**config.mk**
```make
export PLATFORM = sky130hd
export DESIGN_NAME = matb_ctrl
export DESIGN_NICKNAME = d
export VERILOG_FILES = /design/src/rtl/core/matb_pkg.sv /design/src/rtl/core/matb_ctrl.sv
export VERILOG_INCLUDE_DIRS = /design/src /design/src/rtl/core
export SDC_FILE = /design/constraint.sdc
export NUM_CORES = 1
export LEC_CHECK = 0
export BUFFER_PORTS_ARGS = -buffer_cell sky130_fd_sc_hd__buf_2
export CORE_AREA = 2 2 39 41
export CTS_BUF_LIST = sky130_fd_sc_hd__clkbuf_8
export DETAILED_ROUTE_END_ITERATION = 8
export DIE_AREA = 0 0 41 43
export HOLD_SLACK_MARGIN = 0.08
export PLACE_DENSITY_LB_ADDON = 0.3
export SYNTH_ARGS = -nofsm -noshare
export SYNTH_HDL_FRONTEND = slang
export SYNTH_SLANG_ARGS = --single-unit
export TNS_END_PERCENT = 100
```
**constraint.sdc**
```tcl
create_clock -name clk -period 1.25 [get_ports clk]
set_input_delay 0.1875 -clock clk [delete_from_list [all_inputs] [get_ports clk]]
set_output_delay 0.1875 -clock clk [all_outputs]
set_load 0.02 [all_outputs]
```
**src/rtl/core/moving_average_trailing_band_macros.svh**
```systemverilog
// Assertion macros used by the trailing band controller.
`ifndef MOVING_AVERAGE_TRAILING_BAND_MACROS_SVH
`define MOVING_AVERAGE_TRAILING_BAND_MACROS_SVH
`ifndef SYNTH
// Clocked check, off while reset is asserted.
`define MATB_ASSERT(label, clk, rst_n, prop) \
    label: assert property (@(posedge clk) disable iff (!rst_n) prop) \
        else $error("matb check failed");
// Clocked check, active during reset too.
`define MATB_ASSERT_ALWAYS(label, clk, prop) \
    label: assert property (@(posedge clk) prop) else $error("matb check failed");
`else
`define MATB_ASSERT(label, clk, rst_n, prop)
`define MATB_ASSERT_ALWAYS(label, clk, prop)
`endif
`endif

```
**src/rtl/core/matb_pkg.sv**
```systemverilog
// Types and constants of the trailing band block.
package matb_pkg;
    localparam int PRICE_W   = 32;
    localparam int SUM_W     = 40;
    localparam int CNT_W     = 9;
    localparam int DAYS_W    = 8;
    localparam int BAND_W    = 16;
    localparam int IDX_W     = 6;
    localparam int FRAC_W    = 16;
    localparam int FACT_W    = 17;
    localparam int PROD_W    = PRICE_W + FACT_W;
    localparam int DIV_STEPS = SUM_W;
    localparam int DIVC_W    = 6;
    localparam int CFG_IDX_W = 1;
    localparam int CFG_DATA_W = 16;

    localparam logic [CFG_IDX_W-1:0] CFG_WINDOW_DAYS   = 1'b0;
    localparam logic [CFG_IDX_W-1:0] CFG_BAND_FRACTION = 1'b1;
    localparam logic [DAYS_W-1:0] WINDOW_RESET = 8'd20;
    localparam logic [BAND_W-1:0] BAND_RESET   = 16'd3277;

    typedef struct packed {
        logic [CNT_W-1:0]   cnt;
        logic [SUM_W-1:0]   ra;
        logic [PRICE_W-1:0] rf;
        logic               sold;
    } entry_t;

    localparam int ENTRY_W = $bits(entry_t);

    typedef struct packed {
        logic load;
        logic capture;
        logic clear_step;
        logic div_sum;
        logic avg_ra;
        logic avg_mean;
        logic div_diff;
        logic div_step;
        logic set_na;
        logic mul;
        logic finish;
    } dp_cmd_t;

    typedef struct packed {
        logic in_range;
        logic warm;
        logic first;
        logic div_last;
        logic clear_done;
    } dp_status_t;
endpackage

```
**src/rtl/core/matb_ctrl.sv**
```systemverilog
// Controller: sequences clear pass, state read, divides, multiply and writeback.
`include "moving_average_trailing_band_macros.svh"
module matb_ctrl import matb_pkg::*; (
    input  logic       clk,
    input  logic       rst_n,
    input  logic       in_valid,
    output logic       in_ready,
    output logic       out_valid,
    input  logic       out_ready,
    input  dp_status_t status,
    output dp_cmd_t    cmd
);
    localparam logic [3:0] ST_CLEAR = 4'd0;
    localparam logic [3:0] ST_IDLE  = 4'd1;
    localparam logic [3:0] ST_READ  = 4'd2;
    localparam logic [3:0] ST_CAPT  = 4'd3;
    localparam logic [3:0] ST_DEC   = 4'd4;
    localparam logic [3:0] ST_DIV1  = 4'd5;
    localparam logic [3:0] ST_AVGM  = 4'd6;
    localparam logic [3:0] ST_DIFF  = 4'd7;
    localparam logic [3:0] ST_DIV2  = 4'd8;
    localparam logic [3:0] ST_NA    = 4'd9;
    localparam logic [3:0] ST_MUL   = 4'd10;
    localparam logic [3:0] ST_FIN   = 4'd11;

    logic [3:0] state_reg;
    logic [3:0] state_next;
    logic       out_valid_reg;
    logic       out_valid_next;
    logic       sample_fire;
    logic       slot_free;

    assign in_ready    = state_reg == ST_IDLE;
    assign sample_fire = in_valid && in_ready;
    assign slot_free   = !out_valid_reg || out_ready;
    assign out_valid   = out_valid_reg;

    always_comb
    begin
        cmd            = '0;
        state_next     = state_reg;
        out_valid_next = out_valid_reg && !out_ready;
        unique case (state_reg)
            ST_CLEAR:
            begin
                cmd.clear_step = 1'b1;
                if (status.clear_done)
                begin
                    state_next = ST_IDLE;
                end
            end
            ST_IDLE:
            begin
                if (sample_fire)
                begin
                    cmd.load   = 1'b1;
                    state_next = ST_READ;
                end
            end
            ST_READ:
            begin
                state_next = status.in_range ? ST_CAPT : ST_FIN;
            end
            ST_CAPT:
            begin
                cmd.capture = 1'b1;
                state_next  = ST_DEC;
            end
            ST_DEC:
            begin
                if (status.warm)
                begin
                    state_next = ST_MUL;
                end
                else if (status.first)
                begin
                    cmd.div_sum = 1'b1;
                    state_next  = ST_DIV1;
                end
                else
                begin
                    cmd.avg_ra = 1'b1;
                    state_next = ST_DIFF;
                end
            end
            ST_DIV1:
            begin
                cmd.div_step = 1'b1;
                if (status.div_last)
                begin
                    state_next = ST_AVGM;
                end
            end
            ST_AVGM:
            begin
                cmd.avg_mean = 1'b1;
                state_next   = ST_DIFF;
            end
            ST_DIFF:
            begin
                cmd.div_diff = 1'b1;
                state_next   = ST_DIV2;
            end
            ST_DIV2:
            begin
                cmd.div_step = 1'b1;
                if (status.div_last)
                begin
                    state_next = ST_NA;
                end
            end
            ST_NA:
            begin
                cmd.set_na = 1'b1;
                state_next = ST_MUL;
            end
            ST_MUL:
            begin
                cmd.mul    = 1'b1;
                state_next = ST_FIN;
            end
            ST_FIN:
            begin
                if (slot_free)
                begin
                    cmd.finish     = 1'b1;
                    out_valid_next = 1'b1;
                    state_next     = ST_IDLE;
                end
            end
            default:
            begin
                state_next = ST_CLEAR;
            end
        endcase
    end

    always_ff @(posedge clk or negedge rst_n)
    begin
        if (!rst_n)
        begin
            state_reg     <= ST_CLEAR;
            out_valid_reg <= 1'b0;
        end
        else
        begin
            state_reg     <= state_next;
            out_valid_reg <= out_valid_next;
        end
    end

    `MATB_ASSERT(a_accept_only_idle, clk, rst_n, (sample_fire |-> state_reg == ST_IDLE))
    `MATB_ASSERT(a_div_exit, clk, rst_n, (state_reg == ST_DIV2 && status.div_last |=> state_reg == ST_NA))
    `MATB_ASSERT(a_finish_shows, clk, rst_n, (cmd.finish |=> out_valid_reg))
endmodule

```
Yosys cells after proc, flatten, opt, wreduce, memory -nomap -nowiden. Cells that the tools add are included.

Input bits: 9. Bits in registers: 5. Logic and storage cells: 52.

Multiplexer cells: 26. Reductions and logical operators: 8. Equal/unequal tests: 16.

Operators with widths (count): $pmux W4 S12 (1); $mux W4 (7); $eq A4 B3 Y1 const B (4); $eq A4 B4 Y1 const B (4); $mux W1 (15); $eq A4 B2 Y1 const B (2); $ne A2 B2 Y1 const B (4); $mux W2 (3); $reduce_and A5 Y1 (1); $eq A4 B1 Y1 const B (1); $logic_not A4 Y1 (1); $logic_and A1 B1 Y1 (2); $logic_not A1 Y1 (2); $ne A2 B1 Y1 const B (1); $reduce_or A2 Y1 (1); $logic_or A1 B1 Y1 (1).

Depth between registers and ports, before layout.
Depth after elaboration: 4. Gate-level depth with buffers: 5.

Worst setup path after synthesis. OpenSTA, ideal clock, no wires.

Kind: reg-to-output. Start: register state_reg[1]. End: output port cmd[10] (netlist bit). Required time: 1062 ps. Arrival time: 1530 ps. Stages on the path, launching flop included: 5. Slack: -468 ps. Path buffers: 1. Cells stage by stage: dfrtp_1 -> buf_2 -> nand2b_1 -> nor3_1 -> and2_1.

RTL lines: from (decl) (RTL line matb_ctrl.sv:26) `logic [3:0] state_reg;`; from (signal assigned) (RTL line matb_ctrl.sv:147) `state_reg <= state_next;`; to (decl) (RTL line matb_ctrl.sv:11) `output dp_cmd_t cmd`.

==> out/summary.txt <==
Total iterations of the first detailed-routing run -> 4
Worst rel slew slack -> 0.850
# IOs -> 22
Worst setup SP type -> register
First-pass GRT wire length -> 3090 um
Dpl hpwl -> 1090 um
Final setup viols -> 15
IO buf count -> 21
Minimum clock period -> 1550 ps
Post-synthesis mux area share -> 0.0709
Row count -> 14
Outcome -> finished, violations left
Sequential Power Share -> 0.123
Net count after synthesis -> 71
Hold WC Path Type -> in2async
Initial Utilization -> 0.357
Worst r2r dst -> state_reg[0]
Worst Path Max Fanout -> 5
Final period util -> 1.24
Num CTS Buffers -> 3
Clock Latency Late Sink -> 230 ps
Pins over their slew limit -> 0
Complex-gate fraction of the synthesized area -> 0.208
WL final -> 2180 um
Most common cell after layout, fill and taps aside -> buf_4
Pin count of the biggest net entering global routing -> 10
Type of the worst setup path -> reg2out
Core area -> 1380 sq um
Fillers -> 73
Die height -> 43 um
Max reg flops -> 4
Pwr dens -> 2700 nW/um^2
Combinational power share -> 0.780
GR Overflow Total -> 0
R2R cell count -> 5
Clock tree sinks -> 5
Worst r2r src -> state_reg[3]
Switching Fraction -> 0.438
Drt first-iter violations -> 10
Nets -> 122
Initial antenna violation count -> 0
Hold slack final -> 312 ps
Top-area cell type share of the netlist area -> 0.253
Post-Place Cells -> 108
Vias per cell -> 5.21
Post-Synth Simple-Gate Area -> 0.395
Fin cells -> 128
Total global-route track usage -> 0.266
Via Count -> 667
R2r setup slk -> -220 ps
Clk pwr share -> 0.098
Max Cap Violations -> 0
Crit end category -> primary output
Clock Tree Root -> clkbuf_8
ANT nets after route -> 0
Peak VDD IR -> 0.00189 V
Dominant cells by area after synthesis -> dfrtp_1 25%, nor3_1 8.1%, nor2_1 6.8%
Share of cells above drive strength 1 -> 0.795
Post-Syn Area -> 494 sq um
Commonest non-fill, non-tap cells in the layout -> 20 x buf_4, 19 x buf_6, 9 x buf_2
Htree depth -> 1
Sequential fraction of the synthesis area -> 0.253
Most area-hungry cell type in the Yosys netlist -> dfrtp_1
Worst slew pin tran -> 222 ps
CP arrival -> 1360 ps
Maximum clock rate -> 0.644 GHz
Critical Path RT -> 1060 ps
Failing checks -> negative setup slack
Longest Clk Path Bufs -> 2
Syn_area_per_cell -> 7.97 sq um
Synth cell types -> 29
RePlAce Congestion -> 0.838
TritonCTS clock tree -> yes
Slack of the critical path -> -302 ps
Post-Synthesis Cells -> 62
Net Sw Power -> 1350 uW
DRC -> 0
Synth Area in Adders -> 0
Yosys warnings -> 0
Internal power -> 1740 uW
Synth Area in XOR/XNOR -> 0
Hold Violations, Final -> 0
Synthesized flop and latch total -> 5
Antenna cells -> 0
Main combinational cell family by area after synthesis -> simple AND/OR/NAND/NOR gates
Clock Skew -> 3.42 ps
CTS clk-pin slew, worst paths -> 40 ps
Vias in the first global route -> 634
Die Wd -> 41 um
Layout area overhead -> 132%
Die ar. -> 1760 sq um
Leakage power -> 0.000528 uW
RSZ-0062 raised after global routing -> yes
DR WL/cell -> 17.1 um
[routing by layer]
layer | vias up | GRT usage | wire length, um
met3 | 10 | 0.0785 | 91
li1 | 317 | - | -
met2 | 25 | 0.391 | 1180
met5 | - | 0 | 0
met4 | 0 | 0.180 | 87
met1 | 315 | 0.314 | 828
[through the flow]
| stage | setup TNS [ps] | cell area, sq um | worst slack, ps | power, uW | util |
|---|---|---|---|---|---|
| after floorplan | -582 | 566 | -143 | 1370 | - |
| after global placement | -756 | 743 | -169 | 1750 | 0.537 |
| after detailed placement | -807 | 743 | -154 | 1770 | 0.537 |
| after CTS | -2810 | 1050 | -273 | 2720 | 0.759 |
| after global routing | -3990 | 1140 | -349 | 3240 | 0.827 |
| final | -3330 | 1140 | -302 | 3090 | 0.827 |
[Yosys cell counts (all sizes together)]
| cell type | count |
|---|---|
| nor2 | 9 |
| nor3 | 8 |
| nand2 | 6 |
| dfrtp | 5 |
| a21oi | 4 |
| buf | 4 |
| nand2b | 4 |
| a22oi | 2 |
| mux2i | 2 |
| o21ai | 2 |
| or2b | 2 |
| a21boi | 1 |
| a22o | 1 |
| a31oi | 1 |
| and2 | 1 |
| and3b | 1 |
| and4b | 1 |
| inv | 1 |
| mux2 | 1 |
| nor2b | 1 |
| nor3b | 1 |
| nor4 | 1 |
| o21a | 1 |
| o21ba | 1 |
| or2 | 1 |
[cell type report]
type	instances	area, sq um	area share
repair buffers	50	434	0.379
flip-flops and latches	5	129	0.113
well taps	16	20.0	0.0175
clock inverters	1	3.75	0.00328
multi-input cells	52	513	0.448
inverters	1	3.75	0.00328
clock buffers	3	41.3	0.0361
[timing repair]
item	CTS	global route
buffers inserted	11	6
gates resized for setup	48	15
pin swaps	12	8
endpoints found under the setup margin	16	16
hold buffers	1	0
endpoints found under the hold margin	5	0
[how the worst max path moves through the flow]
stage / startpoint / endpoint / slack (ps) / depth (start not counted)
after global routing: state_reg[2] / cmd[6] / -350 / 5
final: state_reg[3] / cmd[7] / -300 / 5
after floorplan: state_reg[1] / cmd[10] / -140 / 4
after global placement: state_reg[1] / state_reg[0] / -170 / 5
after detailed placement: state_reg[1] / state_reg[0] / -150 / 5
after CTS: state_reg[3] / cmd[7] / -270 / 5
[critical path, cell delays in order, from the launching register on]
cell and delay [ps]:
dfrtp_2 440, or2b_1 260, nor2_1 130, nand2_2 110
nor2_4 90, buf_6 120
[power groups by stage]
stage,Combinational [uW],Clock [uW],Sequential [uW]
final,2410,302,379
after global routing,2540,316,385
after CTS,2050,304,368
after detailed placement,1430,0,340
after global placement,1420,0,337
after floorplan,1040,0,335
[logic make-up after synthesis]
group / Yosys count
flops: 5
buf+inv: 5
compound gates: 13
mux: 3
simple gates: 36
(Power assumes the default switching activity.)
